===== config.mk =====
export PLATFORM = sky130hd
export DESIGN_NAME = dti_blend_flat
export DESIGN_NICKNAME = d
export VERILOG_FILES = /design/src/design/dti_pkg.sv /design/src/design/dti_channel_if.sv /design/src/design/dti_blend.sv /design/src/flat_wrapper.sv
export SDC_FILE = /design/constraint.sdc
export NUM_CORES = 2
export LEC_CHECK = 0
export BUFFER_PORTS_ARGS = -buffer_cell sky130_fd_sc_hd__buf_2
export CORE_UTILIZATION = 36
export DETAILED_ROUTE_END_ITERATION = 8
export GPL_ROUTABILITY_DRIVEN = 0
export HOLD_SLACK_MARGIN = 0.05
export PLACE_DENSITY_LB_ADDON = 0.12
export SYNTH_ARGS = -nofsm -noshare
export SYNTH_HDL_FRONTEND = slang
export SYNTH_SLANG_ARGS = --single-unit

===== constraint.sdc =====
create_clock -name clock -period 7.8 [get_ports clock]
set_input_delay 1.95 -clock clock [delete_from_list [all_inputs] [get_ports clock]]
set_output_delay 1.95 -clock clock [all_outputs]
set_load 0.03 [all_outputs]

===== src/design/dti_pkg.sv =====
// Shared types, register codes and constants of the DMRS channel time interpolator.
// No dependencies; every other design file but dti_checker.sv imports this package.
package dti_pkg;

   localparam int SAMPLE_W   = 16;
   localparam int SYMBOL_W   = 4;
   localparam int ELEM_W     = 12;
   localparam int SLOT_W     = 2;
   localparam int POS_W      = 4;
   localparam int RSCNT_W    = 3;
   localparam int CSR_IDX_W  = 3;
   localparam int CSR_DATA_W = 4;
   localparam int NUM_POS    = 4;

   // Weights are unsigned Q1.15; one is 2^15.
   localparam int WEIGHT_W   = 16;
   localparam int FRAC_BITS  = 15;
   localparam logic [WEIGHT_W-1:0] WEIGHT_ONE = WEIGHT_W'(1 << FRAC_BITS);

   // Rounded weight = floor(numer / den) with numer below 2^19 and den below 16,
   // done as a multiply by ceil(2^23 / den) and a shift by 23.
   localparam int NUMER_W     = POS_W + FRAC_BITS;
   localparam int RECIP_SHIFT = NUMER_W + POS_W;
   localparam int RECIP_W     = RECIP_SHIFT + 1;
   localparam int RECIP_ONE   = 1 << RECIP_SHIFT;
   localparam logic [RECIP_W-1:0] RECIP_TABLE [16] = '{
      RECIP_W'(0),
      RECIP_W'(RECIP_ONE),
      RECIP_W'((RECIP_ONE + 1) / 2),
      RECIP_W'((RECIP_ONE + 2) / 3),
      RECIP_W'((RECIP_ONE + 3) / 4),
      RECIP_W'((RECIP_ONE + 4) / 5),
      RECIP_W'((RECIP_ONE + 5) / 6),
      RECIP_W'((RECIP_ONE + 6) / 7),
      RECIP_W'((RECIP_ONE + 7) / 8),
      RECIP_W'((RECIP_ONE + 8) / 9),
      RECIP_W'((RECIP_ONE + 9) / 10),
      RECIP_W'((RECIP_ONE + 10) / 11),
      RECIP_W'((RECIP_ONE + 11) / 12),
      RECIP_W'((RECIP_ONE + 12) / 13),
      RECIP_W'((RECIP_ONE + 13) / 14),
      RECIP_W'((RECIP_ONE + 14) / 15)
   };

   typedef logic [SYMBOL_W-1:0] symbol_type;
   typedef logic [ELEM_W-1:0]   elem_type;
   typedef logic [SLOT_W-1:0]   slot_type;
   typedef logic [POS_W-1:0]    pos_type;
   typedef logic signed [SAMPLE_W-1:0] sample_type;

   typedef enum logic {
      ACT_LOAD   = 1'b0,
      ACT_INTERP = 1'b1
   } action_type;

   typedef enum logic [CSR_IDX_W-1:0] {
      REG_RS_COUNT = 3'd0,
      REG_POS_0    = 3'd1,
      REG_POS_1    = 3'd2,
      REG_POS_2    = 3'd3,
      REG_POS_3    = 3'd4,
      REG_BYPASS   = 3'd5
   } csr_index_type;

   typedef struct packed {
      sample_type re;
      sample_type im;
   } entry_type;

   typedef struct packed {
      logic [RSCNT_W-1:0]          rs_count;
      logic [NUM_POS-1:0][POS_W-1:0] pos;
      logic                        bypass;
   } cfg_type;

   // Neighbor choice for one symbol: the two slots and the weight fraction.
   typedef struct packed {
      slot_type slot_a;
      slot_type slot_b;
      logic     copy;
      pos_type  num;
      pos_type  den;
   } sel_type;

   typedef struct packed {
      symbol_type sym;
      elem_type   elem;
      logic       bypass;
      entry_type  raw;
      logic       copy;
      pos_type    num;
      pos_type    den;
   } s1_type;

endpackage


===== src/design/dti_channel_if.sv =====


interface dti_rsp_if;
   import dti_pkg::*;
   logic       valid;
   logic       ready;
   symbol_type out_symbol;
   elem_type   out_element;
   sample_type interp_re;
   sample_type interp_im;

   modport source (output valid, out_symbol, out_element, interp_re, interp_im,
                   input ready);
   modport sink   (input valid, out_symbol, out_element, interp_re, interp_im,
                   output ready);
endinterface


===== src/design/dti_blend.sv =====
// Weight, multiply and round stages that follow the store read, plus the result register.
// Depends on dti_pkg and the dti_rsp_if interface.
module dti_blend (
   input  logic               clock,
   input  logic               reset,
   input  logic               s1_valid,
   input  dti_pkg::s1_type    s1,
   input  dti_pkg::entry_type rd_a,
   input  dti_pkg::entry_type rd_b,
   output logic               s1_pop,
   dti_rsp_if.source          rsp_ch
);
   import dti_pkg::*;

   localparam int PRD_W  = NUMER_W + RECIP_W;
   localparam int MUL_W  = WEIGHT_W + 1 + SAMPLE_W;
   localparam int SUM_W  = MUL_W + 1;
   localparam logic signed [SUM_W-1:0] ROUND_HALF = SUM_W'(1 << (FRAC_BITS - 1));

   typedef struct packed {
      symbol_type               sym;
      elem_type                 elem;
      logic                     bypass;
      entry_type                raw;
      logic [WEIGHT_W-1:0]      wa;
      entry_type                ha;
      entry_type                hb;
   } s2_type;

   typedef struct packed {
      symbol_type               sym;
      elem_type                 elem;
      logic                     bypass;
      entry_type                raw;
      logic signed [MUL_W-1:0]  re_a;
      logic signed [MUL_W-1:0]  re_b;
      logic signed [MUL_W-1:0]  im_a;
      logic signed [MUL_W-1:0]  im_b;
   } s3_type;

   logic      v2_ff, v3_ff, out_v_ff;
   s2_type    s2_ff, s2_in;
   s3_type    s3_ff, s3_in;
   logic      take2, take3, take_out;

   logic [NUMER_W-1:0]       numer;
   logic [PRD_W-1:0]         wa_prod;
   logic [WEIGHT_W-1:0]      wb;
   logic signed [SUM_W-1:0]  sum_re, sum_im;
   symbol_type               out_sym_ff;
   elem_type                 out_elem_ff;
   entry_type                out_val_ff, out_val_in;

   assign take_out = !out_v_ff || rsp_ch.ready;
   assign take3    = !v3_ff || take_out;
   assign take2    = !v2_ff || take3;
   assign s1_pop   = take2;

   // Left weight = round(num * 2^15 / den) through the reciprocal table.
   assign numer   = {s1.num, FRAC_BITS'(0)} + NUMER_W'(s1.den >> 1);
   assign wa_prod = PRD_W'(numer) * PRD_W'(RECIP_TABLE[s1.den]);

   always_comb begin
      s2_in.sym    = s1.sym;
      s2_in.elem   = s1.elem;
      s2_in.bypass = s1.bypass;
      s2_in.raw    = s1.raw;
      s2_in.wa     = s1.copy ? WEIGHT_ONE : wa_prod[RECIP_SHIFT +: WEIGHT_W];
      s2_in.ha     = rd_a;
      s2_in.hb     = rd_b;
   end

   assign wb = WEIGHT_ONE - s2_ff.wa;

   always_comb begin
      s3_in.sym    = s2_ff.sym;
      s3_in.elem   = s2_ff.elem;
      s3_in.bypass = s2_ff.bypass;
      s3_in.raw    = s2_ff.raw;
      s3_in.re_a   = MUL_W'($signed({1'b0, s2_ff.wa}) * s2_ff.ha.re);
      s3_in.re_b   = MUL_W'($signed({1'b0, wb}) * s2_ff.hb.re);
      s3_in.im_a   = MUL_W'($signed({1'b0, s2_ff.wa}) * s2_ff.ha.im);
      s3_in.im_b   = MUL_W'($signed({1'b0, wb}) * s2_ff.hb.im);
   end

   // The arithmetic shift gives floor division by 2^15, negative sums included.
   assign sum_re = SUM_W'(s3_ff.re_a) + SUM_W'(s3_ff.re_b) + ROUND_HALF;
   assign sum_im = SUM_W'(s3_ff.im_a) + SUM_W'(s3_ff.im_b) + ROUND_HALF;

   always_comb begin
      if (s3_ff.bypass) begin
         out_val_in = s3_ff.raw;
      end else begin
         out_val_in.re = sum_re[FRAC_BITS +: SAMPLE_W];
         out_val_in.im = sum_im[FRAC_BITS +: SAMPLE_W];
      end
   end

   always_ff @(posedge clock) begin
      if (reset) begin
         v2_ff    <= 1'b0;
         v3_ff    <= 1'b0;
         out_v_ff <= 1'b0;
      end else begin
         if (take2) begin
            v2_ff <= s1_valid;
         end
         if (take3) begin
            v3_ff <= v2_ff;
         end
         if (take_out) begin
            out_v_ff <= v3_ff;
         end
      end
   end

   always_ff @(posedge clock) begin
      if (take2) begin
         s2_ff <= s2_in;
      end
      if (take3) begin
         s3_ff <= s3_in;
      end
      if (take_out) begin
         out_sym_ff  <= s3_ff.sym;
         out_elem_ff <= s3_ff.elem;
         out_val_ff  <= out_val_in;
      end
   end

   assign rsp_ch.valid       = out_v_ff;
   assign rsp_ch.out_symbol  = out_sym_ff;
   assign rsp_ch.out_element = out_elem_ff;
   assign rsp_ch.interp_re   = out_val_ff.re;
   assign rsp_ch.interp_im   = out_val_ff.im;

endmodule


===== src/flat_wrapper.sv =====
// flat-port wrapper written by rule: the top's interface ports become plain ports
module dti_blend_flat import dti_pkg::*;
  (clock, reset, s1_valid, s1, rd_a, rd_b, s1_pop, rsp_ch_valid, rsp_ch_out_symbol, rsp_ch_out_element, rsp_ch_interp_re, rsp_ch_interp_im, rsp_ch_ready);
  dti_rsp_if rsp_ch_i ();
  input  logic clock;
  input  logic reset;
  input  logic s1_valid;
  input  dti_pkg::s1_type s1;
  input  dti_pkg::entry_type rd_a;
  input  dti_pkg::entry_type rd_b;
  output logic s1_pop;
  output wire logic [$bits(rsp_ch_i.valid)-1:0] rsp_ch_valid;
  output wire logic [$bits(rsp_ch_i.out_symbol)-1:0] rsp_ch_out_symbol;
  output wire logic [$bits(rsp_ch_i.out_element)-1:0] rsp_ch_out_element;
  output wire logic [$bits(rsp_ch_i.interp_re)-1:0] rsp_ch_interp_re;
  output wire logic [$bits(rsp_ch_i.interp_im)-1:0] rsp_ch_interp_im;
  input wire logic [$bits(rsp_ch_i.ready)-1:0] rsp_ch_ready;
  assign rsp_ch_valid = rsp_ch_i.valid;
  assign rsp_ch_out_symbol = rsp_ch_i.out_symbol;
  assign rsp_ch_out_element = rsp_ch_i.out_element;
  assign rsp_ch_interp_re = rsp_ch_i.interp_re;
  assign rsp_ch_interp_im = rsp_ch_i.interp_im;
  assign rsp_ch_i.ready = rsp_ch_ready;
  dti_blend u_core (.clock(clock), .reset(reset), .s1_valid(s1_valid), .s1(s1), .rd_a(rd_a), .rd_b(rd_b), .s1_pop(s1_pop), .rsp_ch(rsp_ch_i));
endmodule

==> insert_results.sql <==
INSERT INTO impl_metrics (metric_group, metric, value, unit) VALUES
('outcome', 'run_status', 'complete, no violations', ''),
('clocking', 'insertion_delay', '0.64', 'ns'),
('flow_run', 'maxCapViolations', '0', ''),
('yosys', 'synthesis.instances', '5537', ''),
('cells_and_area', 'mostFrequentLayoutCells', 'inv_1, fa_1, ha_1', ''),
('grt', 'grt_antenna_before_repair', '7', ''),
('yosys', 'synth_seq_area_share', '0.1928', ''),
('grt', 'grt-ovfl-total', '0', ''),
('drt', 'wire_per_inst', '19.08', 'µm'),
('worst_setup_path', 'timing.critical_path.required', '8.27', 'ns'),
('worst_setup_path', 'startpoint_type', 'flop', ''),
('clocking', 'cts.htree.levels', '2', ''),
('grt', 'grt_pass1_wl', '235700', 'µm'),
('drt', 'antenna_left', '0', ''),
('yosys', 'async_flop_share', '0', ''),
('min_path', 'min_path_cells', '0', ''),
('yosys', 'post_synth_xor_area_fraction', '0.02825', ''),
('yosys', 'synth-seq-cells', '353', ''),
('yosys', 'synth_simple_gate_area_frac', '0.1398', ''),
('cells_and_area', 'mostFrequentLayoutCell', 'inv_1', ''),
('drt', 'drt_iter0_drcs', '1723', ''),
('timing', 'fin_setup_tns', '0', 'ns'),
('yosys', 'synth_edf_count', '350', ''),
('timing', 'share_of_the_cycle_needed_by_the_critical_path_after_routing', '0.9586', ''),
('yosys', 'synth_fa_ha_area_frac', '0.4852', ''),
('worst_setup_path', 'ff2ff_path_depth', '26', ''),
('drt', 'route.final.wire_length', '148700', 'µm'),
('placement', 'place_ws', '-0.01643', 'ns'),
('grt', 'globalRouteTotalUtil', '0.1995', ''),
('yosys', 'synth.avg_cell_area', '9.902', 'µm²'),
('drt', 'remaining_drc_errors', '0', ''),
('worst_setup_path', 'setup.reg_to_reg.worst_slack', '0.32', 'ns'),
('clocking', 'cts.reportedPaths.clkPinSlew', '0.06', 'ns'),
('timing', 'fin_ws', '0.3232', 'ns'),
('clocking', 'number_of_hold_buffers_added_after_cts', '0', ''),
('yosys', 'netlist_area', '54830', 'µm²'),
('timing', 'fin_crit', '7.477', 'ns'),
('timing', 'hold_violations', '0', ''),
('clocking', 'clock_tree_sinks', '353', ''),
('floorplan', 'io_pins', '176', ''),
('cells_and_area', 'nets', '7474', ''),
('worst_setup_path', 'r2r-end', 'u_core.s3_ff[29]', ''),
('clocking', 'cts_root_buffer', 'clkbuf_16', ''),
('timing', 'tightest_slew', '1.389', 'ns'),
('grt', 'grt_pass1_vias', '40623', ''),
('cells_and_area', 'final-instance-count-excl-fill', '7792', ''),
('placement', 'detailed_placement_wirelength_estimate', '116900', 'µm'),
('yosys', 'top_area_cell_type_share_of_the_netlist_area', '0.3129', ''),
('min_path', 'hp-class', 'reg -> reg', ''),
('clocking', 'number_of_buffers_inserted_during_clock_tree_synthesis', '45', ''),
('floorplan', 'floorplan.die_area', '153900', 'µm²'),
('timing', 'timing.clock.skew', '0.06172', 'ns'),
('drt', 'viasPerCell', '4.786', ''),
('placement', 'numPortBuffers', '175', ''),
('placement', 'post-place-cells', '7692', ''),
('yosys', 'largest_family_of_logic_cells_by_synthesized_area', 'adder cells', ''),
('yosys', 'synth_mux_area_frac', '0.0007759', ''),
('timing', 'max_freq', '133.7', 'MHz'),
('clocking', 'cts_tree', 'built', ''),
('worst_setup_path', 'crit_fanout', '4', ''),
('clocking', 'cts.path.max_buffers', '3', ''),
('yosys', 'synthesis.yosys.warnings', '0', ''),
('yosys', 'post_synth_num_cell_types', '89', ''),
('drt', 'routed-via-count', '37296', ''),
('worst_setup_path', 'timing.critical_path.arrival', '7.94', 'ns'),
('timing', 'report.final.slew_viol_count', '0', ''),
('floorplan', 'design.core.area', '150500', 'µm²'),
('yosys', 'post_synth_main_area_contributors', 'fa_1, edfxtp_1, ha_1, inv_1, and2_1', ''),
('min_path', 'holdPathEnd', 'u_core.s3_ff[154]', ''),
('timing', 'timing.final.setup_violations', '0', ''),
('worst_setup_path', 'endpoint_kind', 'flop', '');
sequential cells by signal, indices dropped and copies added, names as in the netlist:
signal,flops
u_core.rsp_ch.interp_im,16
u_core.rsp_ch.interp_re,16
u_core.rsp_ch.out_element,12
u_core.rsp_ch.out_symbol,4
u_core.rsp_ch.valid,1
u_core.s2_ff,129
u_core.s3_ff,173
u_core.v2_ff,1
u_core.v3_ff,1
cell type report:
cell class,instances,area (µm²)
fillers,15098,89880
clock inverters,28,319.1
flip-flops and latches,353,10570
diodes,3,7.507
inverters,1173,4410
clock buffers,56,1177
well taps,2016,2522
multi-input cells,3815,39300
repair buffers,348,2298
synth_stat cells, drive strengths merged (6+ instances only):
master and number:
or3 7, and2 503, or2 8, o211ai 13, nor2b 34, a211oi 24
buf 14, a21boi 8, inv 1171, fa 857, nor3b 8, xnor2 120
a211o 7, edfxtp 350, nand3 37, clkbuf 188, and4 6, nor2 118
a31oi 13, a21oi 142, o2111ai 7, nand2b 50, nor3 42, nand4 20
ha 755, nand2 662, o21ai 97, and3 19, a31o 7, o31ai 10
o21bai 23, xor2 56, a21o 73, nor4 7, o21a 26
stage by stage:
| step | util | area, µm² | hold WS (ns) |
|---|---|---|---|
| 5_1_grt | 0.4027 | 60600 | 0.4086 |
| 2_1_floorplan | - | 54850 | 0.4003 |
| 6_report | 0.4028 | 60610 | 0.4028 |
| 4_1_cts | 0.4014 | 60400 | 0.4050 |
| 3_5_place_dp | 0.3914 | 58900 | 0.4045 |
| 3_3_place_gp | 0.3914 | 58900 | 0.4014 |
per-layer routing:
metal  GRT usage  share of wire
met5           0        0.00014
met1      0.2674           0.46
met2      0.3469           0.49
met3     0.01799          0.033
met4     0.04545          0.022
critical path: stages (launching register included):
cell	delay (ns)
edfxtp_1	0.46
nor3_4	0.23
nor3b_4	0.22
nand2_2	0.14
or4_4	0.55
xnor2_4	0.27
buf_4	0.18
nand2_1	0.07
fa_1	0.55
fa_1	0.46
fa_1	0.55
inv_1	0.06
fa_1	0.44
fa_1	0.52
inv_1	0.05
fa_1	0.48
inv_1	0.04
ha_1	0.30
and4_1	0.21
and2_1	0.20
a31oi_1	0.17
o21ai_0	0.10
a21oi_1	0.19
a31o_2	0.22
nor2_1	0.08
or4_1	0.50
o2111ai_1	0.12
timing repair:
action,CTS,global route
pin swaps,0,11
cloned,0,0
gates resized for setup,1,17
endpoints found under the setup margin,1,12
setup buffers,0,13
cells by family after synthesis:
kind of cell               Yosys count
DFF                                353
xor gates and xnor gates           176
and+or+nand+nor                   1535
adders and majority gates         1612
buffers and inverters             1375
AOI/OAI and AO/OA                  481
muxes                                4
other                                1
worst max path at each step:
stage,start,end,slack [ns],cells after the start
floorplan,s1[1],u_core.s2_ff[76],0.06,25
global placement,s1[1],u_core.s2_ff[76],0.02,25
detailed placement,s1[1],u_core.s2_ff[76],-0.02,25
CTS,u_core.s2_ff[64],u_core.s3_ff[95],0.08,25
global route,u_core.s2_ff[64],u_core.s3_ff[95],-0.01,28
finish,u_core.s2_ff[66],u_core.s3_ff[29],0.32,26
Power is left out: the tool's default activity adds up to more than one toggle a clock period on the data nets, which glitch-free logic cannot reach.
