File: src/design/dti_pkg.sv
// Shared types, register codes and constants of the DMRS channel time interpolator.
// No dependencies; every other design file but dti_checker.sv imports this package.
package dti_pkg;

   localparam int SAMPLE_W   = 16;
   localparam int SYMBOL_W   = 4;
   localparam int ELEM_W     = 12;
   localparam int SLOT_W     = 2;
   localparam int POS_W      = 4;
   localparam int RSCNT_W    = 3;
   localparam int CSR_IDX_W  = 3;
   localparam int CSR_DATA_W = 4;
   localparam int NUM_POS    = 4;

   // Weights are unsigned Q1.15; one is 2^15.
   localparam int WEIGHT_W   = 16;
   localparam int FRAC_BITS  = 15;
   localparam logic [WEIGHT_W-1:0] WEIGHT_ONE = WEIGHT_W'(1 << FRAC_BITS);

   // Rounded weight = floor(numer / den) with numer below 2^19 and den below 16,
   // done as a multiply by ceil(2^23 / den) and a shift by 23.
   localparam int NUMER_W     = POS_W + FRAC_BITS;
   localparam int RECIP_SHIFT = NUMER_W + POS_W;
   localparam int RECIP_W     = RECIP_SHIFT + 1;
   localparam int RECIP_ONE   = 1 << RECIP_SHIFT;
   localparam logic [RECIP_W-1:0] RECIP_TABLE [16] = '{
      RECIP_W'(0),
      RECIP_W'(RECIP_ONE),
      RECIP_W'((RECIP_ONE + 1) / 2),
      RECIP_W'((RECIP_ONE + 2) / 3),
      RECIP_W'((RECIP_ONE + 3) / 4),
      RECIP_W'((RECIP_ONE + 4) / 5),
      RECIP_W'((RECIP_ONE + 5) / 6),
      RECIP_W'((RECIP_ONE + 6) / 7),
      RECIP_W'((RECIP_ONE + 7) / 8),
      RECIP_W'((RECIP_ONE + 8) / 9),
      RECIP_W'((RECIP_ONE + 9) / 10),
      RECIP_W'((RECIP_ONE + 10) / 11),
      RECIP_W'((RECIP_ONE + 11) / 12),
      RECIP_W'((RECIP_ONE + 12) / 13),
      RECIP_W'((RECIP_ONE + 13) / 14),
      RECIP_W'((RECIP_ONE + 14) / 15)
   };

   typedef logic [SYMBOL_W-1:0] symbol_type;
   typedef logic [ELEM_W-1:0]   elem_type;
   typedef logic [SLOT_W-1:0]   slot_type;
   typedef logic [POS_W-1:0]    pos_type;
   typedef logic signed [SAMPLE_W-1:0] sample_type;

   typedef enum logic {
      ACT_LOAD   = 1'b0,
      ACT_INTERP = 1'b1
   } action_type;

   typedef enum logic [CSR_IDX_W-1:0] {
      REG_RS_COUNT = 3'd0,
      REG_POS_0    = 3'd1,
      REG_POS_1    = 3'd2,
      REG_POS_2    = 3'd3,
      REG_POS_3    = 3'd4,
      REG_BYPASS   = 3'd5
   } csr_index_type;

   typedef struct packed {
      sample_type re;
      sample_type im;
   } entry_type;

   typedef struct packed {
      logic [RSCNT_W-1:0]          rs_count;
      logic [NUM_POS-1:0][POS_W-1:0] pos;
      logic                        bypass;
   } cfg_type;

   // Neighbor choice for one symbol: the two slots and the weight fraction.
   typedef struct packed {
      slot_type slot_a;
      slot_type slot_b;
      logic     copy;
      pos_type  num;
      pos_type  den;
   } sel_type;

   typedef struct packed {
      symbol_type sym;
      elem_type   elem;
      logic       bypass;
      entry_type  raw;
      logic       copy;
      pos_type    num;
      pos_type    den;
   } s1_type;

endpackage

File: src/design/dti_select.sv
// Neighbor search: picks the DMRS slots around a symbol and the weight fraction.
// Depends on dti_pkg.
module dti_select #(
   parameter int MAX_RS = 4
) (
   input  dti_pkg::cfg_type    cfg,
   input  dti_pkg::symbol_type symbol,
   output dti_pkg::sel_type    sel
);
   import dti_pkg::*;

   logic [RSCNT_W-1:0] n_rs;
   slot_type           last_slot;
   pos_type            sym_pos;
   logic               found;

   always_comb begin
      n_rs = cfg.rs_count;
      if (n_rs == '0) begin
         n_rs = RSCNT_W'(1);
      end else if (32'(n_rs) > MAX_RS) begin
         n_rs = RSCNT_W'(MAX_RS);
      end
   end

   assign last_slot = SLOT_W'(n_rs - RSCNT_W'(1));
   assign sym_pos   = POS_W'(symbol);

   always_comb begin
      sel.slot_a = '0;
      sel.slot_b = '0;
      sel.copy   = 1'b1;
      sel.num    = '0;
      sel.den    = '0;
      found      = 1'b0;
      if (n_rs == RSCNT_W'(1) || sym_pos <= cfg.pos[0]) begin
         found = 1'b1;
      end else if (sym_pos >= cfg.pos[last_slot]) begin
         sel.slot_a = last_slot;
         sel.slot_b = last_slot;
         found      = 1'b1;
      end
      // Scan the pairs in order; the first pair that brackets the symbol wins.
      for (int i = 0; i < MAX_RS - 1; i++) begin
         if (!found && (i + 1) < 32'(n_rs) &&
             sym_pos >= cfg.pos[i] && sym_pos <= cfg.pos[i+1]) begin
            found      = 1'b1;
            sel.slot_a = SLOT_W'(i);
            if (cfg.pos[i+1] > cfg.pos[i]) begin
               sel.slot_b = SLOT_W'(i + 1);
               sel.copy   = 1'b0;
               sel.num    = cfg.pos[i+1] - sym_pos;
               sel.den    = cfg.pos[i+1] - cfg.pos[i];
            end else begin
               sel.slot_b = SLOT_W'(i);
            end
         end
      end
   end

endmodule

File: config.mk
export PLATFORM = sky130hd
export DESIGN_NAME = dti_select
export DESIGN_NICKNAME = d
export VERILOG_FILES = /design/src/design/dti_pkg.sv /design/src/design/dti_select.sv
export SDC_FILE = /design/constraint.sdc
export NUM_CORES = 1
export LEC_CHECK = 0
export BUFFER_PORTS_ARGS = -buffer_cell sky130_fd_sc_hd__clkbuf_2
export CAP_MARGIN = 20
export CORE_UTILIZATION = 40
export DETAILED_ROUTE_END_ITERATION = 7
export GPL_ROUTABILITY_DRIVEN = 0
export GPL_TIMING_DRIVEN = 0
export SYNTH_ARGS = -nofsm -noshare
export SYNTH_HDL_FRONTEND = slang
export SYNTH_SLANG_ARGS = --single-unit
export TNS_END_PERCENT = 20
File: constraint.sdc
create_clock -name vclk -period 4
set_input_delay 0.4 -clock vclk [all_inputs]
set_output_delay 0.4 -clock vclk [all_outputs]
set_load 0.05 [all_outputs]
==> results of run 1 <==
## worst max-delay path: stages
cell	delay (ns)
clkbuf_1	0.28
nand2_1	0.09
o211ai_1	0.10
o21ai_0	0.14
o21ai_0	0.18
ha_1	0.25
nand2b_1	0.14
a2111o_1	0.44
a221o_1	0.40
or3_4	0.43
or2_1	0.26
o22ai_1	0.12
clkbuf_2	0.30
## logic make-up (layout without fill, tap and decap cells)
group | Yosys count | in the layout
xor gates and xnor gates | 11 | 11
AOI/OAI and AO/OA | 59 | 59
buffers and inverters | 27 | 63
muxes | 3 | 3
and+or+nand+nor | 42 | 42
adders and majority gates | 38 | 38
## layout make-up
cell class	instances	share of cell area, %
Inverter	24	5.54
Timing Repair Buffer	36	11.2
Buffer	3	0.769
Multi-Input combinational cell	153	79.1
Tap cell	44	3.38
## layer usage
metal | wire, µm | vias to the layer above | track usage [%]
met3 | 118 | 6 | 0.640
met1 | 1930 | 694 | 33.0
met2 | 2030 | 38 | 43.6
li1 | - | 743 | -
met5 | 0 | - | 0
met4 | 73 | 0 | 5.52
## power groups by stage
stage	sequential (mW)	combinational, mW	clock (mW)
after CTS	0	0.248	0
final	0	0.251	0
after global placement	0	0.239	0
after global routing	0	0.277	0
after floorplan	0	0.177	0
after detailed placement	0	0.245	0
## path summary, 6_finish.rpt
| check | end | depth (start not counted) | startpoint |
|---|---|---|---|
| setup / recovery | sel[6] | 13 | cfg[17] |
| hold / removal | sel[0] | 4 | cfg[5] |
## cells in the final DEF (no fill, tap or decap), drive strengths merged, types with 2 or more instances in the layout
cell type	count
nor2b	7
a21boi	2
mux2i	3
o22ai	2
nand3	3
nand2b	7
o21a	2
inv	24
xnor2	5
o211ai	2
and3	2
a21o	6
nor2	4
nand2	8
nand4	4
xor2	6
o221ai	5
fa	6
o21ai	11
a211oi	4
clkbuf	38
a21oi	17
ha	32
## metrics by stage
step / std cells / util, % / TNS, ns / area (µm²) / setup slack, ns
after floorplan: 180 / - / -0.000471 / 1380 / -0.000235
after global placement: 259 / 51.0 / -0.742 / 1610 / -0.165
after detailed placement: 259 / 51.0 / -0.610 / 1610 / -0.150
after CTS: 259 / 51.3 / 0 / 1620 / 0.0442
after global routing: 260 / 51.6 / -0.336 / 1630 / -0.121
final: 260 / 51.6 / 0 / 1630 / 0.0712
## timing repair
| action | CTS | global route |
|---|---|---|
| cloned | 0 | 0 |
| resized for setup | 1 | 2 |
| setup endpoints to repair | 7 | 10 |
| pin swaps | 0 | 1 |
| buffers inserted | 0 | 1 |
==> results.txt, run 1 <==
- Wire length of the first global-routing pass: ~6700 µm
* Post-DR wirelength/cell: 16.0 µm
* Fraction of the mapped netlist area in compound gates: between 20% and 30%
- The synthesized netlist contains 38 unique library cells.
* Remaining routing DRC violations: 0
- Headroom to the max-slew limit came out at 69.3%.
- For this design the static power due to leakage is between 0.8 and 0.9 nW.
- Summing all multi-input logic gate instances after layout gives between 1000 and 1500 µm².
* HPWL after detailed placement: 3630 µm
- The analysis attributes to net switching a power of 0.156 mW.
- Layout filler cell count: around 360
* Setup repair after global routing missed its margin: true
- The die covers 3690 µm².
- Layout overhead on the synthesized area: 18.0%
- In this run the worst path has a maximum fanout of 7.
* Total wire length: 4150 µm
- Once detail routing completed, the nets flagged for antenna violations numbered 0.
- Total power density per cell area: 154 nW/µm²
* Sw Ratio: 62.4%
- For the pin with the worst max-slew slack, the measured transition is ~0.46 ns.
- The number of pins exceeding their max-slew limit in the final report is 0.
* First-pass DRT Iterations: 4
* Number of placement rows: 20
- Largest family of logic cells by synthesized area: adder cells
- Port-buffer cells: 35
* Leading cell type by number of instances after synthesis: ha_1
- On the final layout, the worst hold slack is 1.42 ns.
* Sequential cell count: 0
* Nets: 280
- Register area: 0 µm²
- Die Span X: 60.7 µm
* Reg power frac: 0%
- Setup CP Type: primary input to primary output
- Element type at the critical path end: primary output
- Initial Utilization: 43.7%
* Internal portion of total power: 0.0943 mW
* Post-DR vias/cell: between 5 and 6
- After Yosys synthesis, and, or, nand and nor cells account for 17.6% of the synthesized area.
- Core area: 3150 µm²
* Top cell type's share of synthesized area: 29.0%
- The final-report hold violation count came to 0.
- When the netlist entered floorplanning its net count stood at 242.
* Post-Syn Area: 1380 µm²
* Achievable Freq: roughly 0.25 GHz
- Measured along the y axis, the die boundary spans 60.7 µm.
* Diodes inserted: 0
- MaxCap Viol Count: 0
* Portion of netlist area occupied by mux cells: 2.18%
- Data on the critical path is required at its endpoint by 3.60 ns.
- After Yosys synthesis, XOR and XNOR cells account for 6.99% of the synthesized area.
- In this run the mean area of a mapped cell was 7.66 µm².
- Count of clock-net buffers in the final layout: 0
- In this run, post-CTS hold repair placed 0 buffers.
* Yosys Warn Count: 0
- The synthesized netlist devotes 37.7% of its cell area to adder and majority cells.
- Setup-failing EPs final: 0
- Leading post-synthesis cells by cell area: ha_1 (29%), fa_1 (8.7%), inv_1 (6.5%)
* Proportion of synthesized chip area in sequential cells: 0%
* Element type at the critical path start: primary input
- Global router's overall resource usage: 24.5%
* Outcome: completed
* Count of vias placed by the detailed router: 1481
- The number of antenna violations at the first check in global routing was 0.
- DRC violation total after the first TritonRoute iteration: 45
* Via count of the first global-routing pass: between 1000 and 1500
- Period Utilization, post-route: between 90% and 100%
- Largest net degree at the start of global routing: 11
- Top cells by instance count after synthesis: ha_1 (32), inv_1 (24), a21oi_1 (17)
* Final worst path period need: 3.93 ns
- CP Data Arrival Time: approximately 3.5 ns
- Overall power of the completed layout: 0.251 mW
- Synthesized instance count: 180
- Boundary Pins: 37
- Layout cells sized above 1: 18.1%
- Class of the most critical hold timing path: primary input to primary output
* Top cell type by total area after synthesis: ha_1
- Comb pwr share: 100.0%
- Peak supply drop: 0.0000656 V
- Per report_power, the clock group accounts for 0% of the total.
- For this run the aggregate overflow at the end of global routing stands at 0.
No activity file was read; power rests on OpenSTA's default activity.
==> run 2: changes to the inputs <==
--- a/config.mk
+++ b/config.mk
@@ -5,6 +5,7 @@
 export SDC_FILE = /design/constraint.sdc
 export NUM_CORES = 1
 export LEC_CHECK = 0
+export ABC_AREA = 1
 export BUFFER_PORTS_ARGS = -buffer_cell sky130_fd_sc_hd__clkbuf_2
 export CAP_MARGIN = 20
 export CORE_UTILIZATION = 40
==> run 2 against run 1 <==
  * Count of clock-buffer cells in the layout stayed put
  * Synthesized cell count is 39% higher
  * Final cell count is 30% higher
  * Global-route usage is 4.2 points lower
  * Sequential share of layout area stayed put
  * Setup slack better by 0.28 ns
  * Utilization is 3.9 points lower
  * First-iteration DRC count is 130% higher
  * Area after synthesis is 20% higher
  * Die area is 19% higher
  * Critical path depth is 5 higher
  * Fmax is 7.7% higher
==> results.txt, run 2 <==
* Xor and xnor fraction of the mapped netlist area: 6.36%
- Total power density per cell area: 154 nW/µm²
* Leading post-synthesis cells by cell area: ha_1 (24%), nand2_1 (13%), inv_1 (10%)
- Nets: 351
* Comb pwr share: 100.0%
- Buffers inserted to repair hold after CTS numbered 0.
* Sw Ratio: 65.1%
- Post-DR vias/cell: 4.91
- Of the total power, the clock network draws 0%.
- The via count of the first global-routing pass is about 1400.
* Class of the most critical hold timing path: primary input to primary output
* Layout overhead on the synthesized area: 14.7%
* Setup CP Type: primary input to primary output
- Subtracting the final worst setup slack from the clock period gives 3.65 ns.
* Final Hold Fails: 0
- After synthesis, the share of cell area in mux cells is 0%.
- Once detailed placement completed, the half-perimeter wirelength came to 3840 µm.
- Slew at the pin with the worst max-slew slack: 0.431 ns
* Die Height: ~66 µm
- Setup repair after global routing left no endpoint under its margin.
- The flow ran to the end, and the final reports show no timing, DRC or antenna violations.
- In the finished design the tool counted flip-flops and latches totalling 0.
- In the synthesized netlist, the cells that appear most often are nand2_1 (56), inv_1 (45), ha_1 (32).
- After layout, the clock buffer instance count stands at 0.
- The first global-routing pass estimated 6840 µm of wire.
- Counting every net in the synthesized netlist gives 313.
- Top library cells by usage in the layout, fill and taps aside: nand2_1 (56), inv_1 (45), clkbuf_2 (36), ha_1 (32), a21oi_1 (17)
- Data on the critical path is required at its endpoint by 3.60 ns.
* Switching pwr: approximately 0.19 mW
- The mapped netlist covers roughly 1700 µm².
- Die Span X: 66.3 µm
- The final route contains about 1700 vias.
- The placed instances occupy a cell area of 1900 µm².
- The floorplan step defined a die boundary enclosing 4390 µm².
* Top cell type's share of synthesized area: between 20% and 30%
- Count of distinct cell types in the synthesized netlist: 29
- Core area: 3970 µm²
- Fraction of the mapped netlist area in compound gates: 13.3%
- The Yosys step of the flow raised 0 warnings.
* First-pass DRT Iterations: 4
- The number of antenna violations at the first check in global routing came to 0.
- Synthesized instance count: about 250
* Element type at the critical path start: primary input
- The finished cells cover 1900 µm².
- The largest total area in the synthesized netlist belongs to ha_1.
* Layout cells sized above 1: 20.9%
- The count of buffers added on input and output ports is 36.
* Global router's overall resource usage: around a fifth
- DRC violation total after the first TritonRoute iteration: 103
- The number of setup buffers added after CTS is 0.
* Cell repeated most along the worst path: nand2_1
* Initial Utilization: 41.6%
* Register area: 0 µm²
- Averaged over all synthesized cells, the footprint is 6.59 µm².
- Biggest fanout along the worst timing path: 10
- Adder and majority cell fraction of the synthesized area: 31.5%
- The initialized floorplan defines 23 standard-cell rows.
* Most frequent standard cell in the layout excluding fill and tap cells: nand2_1
- Max-cap violations in this run came to 0.
- Entering global routing, the biggest net connects 11 pins.
* Critical path cell sequence: clkbuf_2 > inv_1 > o21ai_1 > clkbuf_1 > nand2_1 > a32o_1 > ha_1 > nand2_1 > nand2_1 > nand2_1 > nand3_4 > nor3_4 > buf_6 > nand3_4 > nor2_2 > nor2_1 > nor2_1 > clkbuf_2
- The number of antenna diodes in the final layout is 0.
- Period Utilization, post-route: 91.2%
- Adding up every negative setup slack in the final design gives 0 ns.
* Boundary Pins: 37
- After synthesis, the largest family of logic cells by area is simple AND/OR/NAND/NOR gates.
- STA puts the critical path data arrival time at roughly 3.3 ns.
- Summed over all cells, the static leakage comes to around 1.1 nW.
* Headroom to the max-slew limit: 71.3%
* CTS resizes: 0
- For this run, the top clock speed supported by timing is 0.274 GHz.
* Remaining routing DRC violations: 0
* Slowest Stage Delay on Critical Path: roughly 0.4 ns
- STA classifies the critical path endpoint as a primary output.
- Number of pins exceeding their max-slew limit in the final report: 0
- For this design, the slowest cell found on the critical path is clkbuf_1.
* Remaining Overflow, GRT: 0
* Setup-failing EPs final: 0
- In this run, flip-flops and latches consume 0% of the power.
- The synthesized netlist devotes 37.3% of its cell area to simple gates.
- The internal power of the cells totals 0.102 mW.
* ANT nets after route: 0
* Peak supply drop: 0.0000721 V
- Summed over all layers, the routed wires come to 4230 µm.
- Dividing the detail-routed wire length by the instance count gives 12.6 µm.
* Proportion of synthesized chip area in sequential cells: 0%
* Leading cell type by number of instances after synthesis: nand2_1
-- run 2: changes by cell type in the layout (fill, tap and decap cells not counted), sizes merged, moves of 6 or more --
cell	previous run	this run
nand2	8	62
inv	24	46
nor2	4	19
nand3	3	16
nand4	4	13
nand2b	7	0
nor2b	7	0
a21o	6	0
-- run 2: routing by layer --
layer | wire, µm | vias to the layer above | GRT usage (%)
li1 | - | 908 | -
met1 | 2220 | 717 | 30.5
met2 | 1910 | 28 | 33.4
met3 | 85 | 2 | 0
met4 | 25 | 0 | 1.86
met5 | 0 | - | 0
-- run 2: kinds of logic (layout without fill, tap and decap cells) --
| family | after synthesis | count (layout) |
|---|---|---|
| AND/OR/NAND/NOR | 115 | 115 |
| adder cells (fa/ha/maj) | 38 | 38 |
| AO/OA/AOI/OAI | 38 | 38 |
| buffers and inverters | 48 | 84 |
| XOR/XNOR | 12 | 12 |
-- run 2: power groups by stage --
stage | Combinational, mW | Sequential (mW) | Clock (mW)
final | 0.293 | 0 | 0
after global routing | 0.328 | 0 | 0
after CTS | 0.293 | 0 | 0
after detailed placement | 0.293 | 0 | 0
after global placement | 0.292 | 0 | 0
after floorplan | 0.222 | 0 | 0
-- run 2: area by class of cell --
class,instances,area (µm²)
Inverter,46,175
Tap cell,50,62.6
Buffer,2,15.0
Timing Repair Buffer,36,180
Fill cell,413,2080
Multi-Input combinational cell,203,1460
-- run 2: worst paths after layout --
kind                      to  slack, ns  cells past startpoint     from
worst max-delay path  sel[3]       0.35                     18  cfg[18]
worst min-delay path  sel[0]       1.43                      6   cfg[9]
-- run 2: critical path, delay by kind of cell --
kind | cells | cell delay [ns]
simple gates | 10 | 1.01
fa+ha+maj | 1 | 0.29
compound gates | 2 | 0.54
buf+inv | 5 | 0.99
-- run 2: stage by stage --
stage / util, % / hold slack, ns / total power, mW / instances / setup WS (ns)
after global routing: 47.7 / 1.47 / 0.328 / 337 / 0.0325
after floorplan: - / 1.20 / 0.222 / 251 / 0.279
after global placement: 47.7 / 1.43 / 0.292 / 337 / 0.336
final: 47.7 / 1.43 / 0.293 / 337 / 0.352
after detailed placement: 47.7 / 1.43 / 0.293 / 337 / 0.314
after CTS: 47.7 / 1.43 / 0.293 / 337 / 0.319
==> run 3: changes to the inputs <==
--- a/config.mk
+++ b/config.mk
@@ -8,6 +8,7 @@
 export ABC_AREA = 1
 export BUFFER_PORTS_ARGS = -buffer_cell sky130_fd_sc_hd__clkbuf_2
 export CAP_MARGIN = 20
+export CORE_ASPECT_RATIO = 1.75
 export CORE_UTILIZATION = 40
 export DETAILED_ROUTE_END_ITERATION = 7
 export GPL_ROUTABILITY_DRIVEN = 0
@@ -15,4 +16,4 @@
 export SYNTH_ARGS = -nofsm -noshare
 export SYNTH_HDL_FRONTEND = slang
 export SYNTH_SLANG_ARGS = --single-unit
-export TNS_END_PERCENT = 20
+export TNS_END_PERCENT = 1
==> run 3 against run 2 <==
  * Global-route usage rose by 2.9 points
  * Hold slack got worse by 0.027 ns
  * Count of clock-buffer cells in the layout unchanged
  * Utilization up 0.76 points
  * Sequential share of layout area unchanged
  * Total power increased by 0.14%
  * Die area up 0.23%
  * Final cell count fell by 0.59%
  * Fmax fell by 2.0%
  * Setup slack got worse by 0.076 ns
  * Wire length up 11%
  * Flip-flop and latch count stayed put
  * Critical endpoint unchanged
  * Largest power group unchanged
==> results.txt, run 3 (synthesis gave the netlist of run 2 again) <==
- Dividing the detail-routed wire length by the instance count gives 14.0 µm.
- The core region is ~3900 µm².
- In this run the tightest slew margin relative to its limit is 70.9%.
* Worst Path Buf+Inv: 5
* Critical path cell sequence: clkbuf_2 > inv_1 > o21ai_1 > clkbuf_1 > o21ai_0 > a21oi_1 > ha_1 > a21oi_2 > nand3_4 > nor3_4 > buf_6 > nand3_4 > nor2_2 > nor2_1 > nor2_1 > clkbuf_2
* Overall power of the completed layout: approximately 0.3 mW
- After clock tree synthesis, the setup repair step added 0 buffers.
- Diodes inserted: 0
* Setup CP Type: primary input to primary output
* Initial Utilization: a little over two fifths
* Outcome: completed
- Total power density per cell area: 155 nW/µm²
- Layout filler cell count: 454
* Via count of the first global-routing pass: roughly 1700
* DRC violation total after the first TritonRoute iteration: 25
- Setup repair after global routing left no endpoint under its margin.
* Remaining Overflow, GRT: 0
* Sequential cell count: 0
* Die Outline Area: 4400 µm²
* Layout overhead on the synthesized area: 14.5%
- For this design, the slowest cell found on the critical path is clkbuf_1.
- Measured along the x axis, the die boundary spans 50.6 µm.
* Leakage: 1.10 nW
* Port-buffer cells: 36
- The worst setup path is launched from a primary input.
- Count of clock-net buffers in the final layout: 0
* Slowest Stage Delay on Critical Path: about 0.4 ns
- CTS resizes: 0
- Setup-failing EPs final: 0
- VDD sags by at most 0.0000727 V.
* HPWL after detailed placement: 4180 µm
* Final worst path period need: 3.72 ns
- Remaining routing DRC violations: 0
- The first global-routing pass estimated around 8000 µm of wire.
- At the worst endpoint, the arrival time is roughly 3.3 ns.
* Period Utilization, post-route: 93.1%
- The library cell used most frequently in the layout, excluding fill and tap cells, is nand2_1.
* Class of the most critical hold timing path: primary input to primary output
- Across the run, the number of max-cap violations was 0.
* Required time worst endpoint: 3.60 ns
- Achievable Freq: 0.269 GHz
- The number of pins exceeding their max-slew limit in the final report was 0.
- In this run the vertical extent of the chip is 87.0 µm.
- ANT nets after route: 0
- Global router's overall resource usage: between 20% and 30%
- For this run, the post-layout net count is 351.
- Total wire length: ~4700 µm
- The worst setup path is captured at a primary output.
- Boundary Pins: 37
* Number of placement rows: 30
- After clock tree synthesis, the flow added hold-fix buffers numbering 0.
- Layout cells sized above 1: approximately a fifth
- Post-DR vias/cell: 5.20
- Setup_tns: 0 ns
- Largest delay contributor family on the critical path: buffers and inverters
- For the pin with the worst max-slew slack, the measured transition is 0.436 ns.
* Biggest fanout along the worst timing path: 10
* First-pass DRT Iterations: 4
- Top library cells by usage in the layout, fill and taps aside: nand2_1 (56), inv_1 (45), clkbuf_2 (36), ha_1 (32), a21oi_1 (17)
- Entering global routing, the biggest net connects 11 pins.
- The sequential cells in the finished layout cover a total of 0 µm².
- Number of antenna violations at the first check in global routing: 0
- Across all layers, the routed design uses roughly 1700 vias.
- The final-report hold violation count came to 0.
[run 3: cell counts in the layout (fill, tap and decap cells not counted)]
Identical to the previous run, type by type.
[run 3: stage by stage]
step	instance area [µm²]	utilization, %	hold WS, ns	cells	setup slack, ns
after floorplan	1650	-	1.20	251	0.279
after global placement	1890	48.5	1.42	335	0.252
after detailed placement	1890	48.5	1.41	335	0.267
after CTS	1890	48.5	1.41	335	0.265
after global routing	1890	48.5	1.46	335	0.00207
final	1890	48.5	1.40	335	0.276
[run 3: report_power, final]
part	internal (mW)	leakage (nW)	switching, mW	total [mW]
Sequential	0	0	0	0
Clock	0	0	0	0
Combinational	0.101	1.10	0.192	0.293
[run 3: layout make-up]
cell class / count / area (µm²) / area share [%]
Tap cell: 48 / 60.1 / 3.17
Timing Repair Buffer: 36 / 180 / 9.52
Multi-Input combinational cell: 203 / 1460 / 77.3
Buffer: 2 / 15.0 / 0.793
Inverter: 46 / 175 / 9.25
[run 3: path summary, 6_finish.rpt]
kind / end / slack, ns / cells past startpoint / startpoint
max: sel[3] / 0.28 / 16 / cfg[18]
min: sel[0] / 1.40 / 6 / cfg[9]
[run 3: routing by layer]
metal / share of wire (%) / track usage [%] / vias to the layer above
met5: 0 / 0 / -
met4: 2.7 / 5.81 / 0
met3: 2.4 / 0.698 / 11
met2: 56 / 48.4 / 38
met1: 39 / 24.1 / 784
li1: - / - / 909
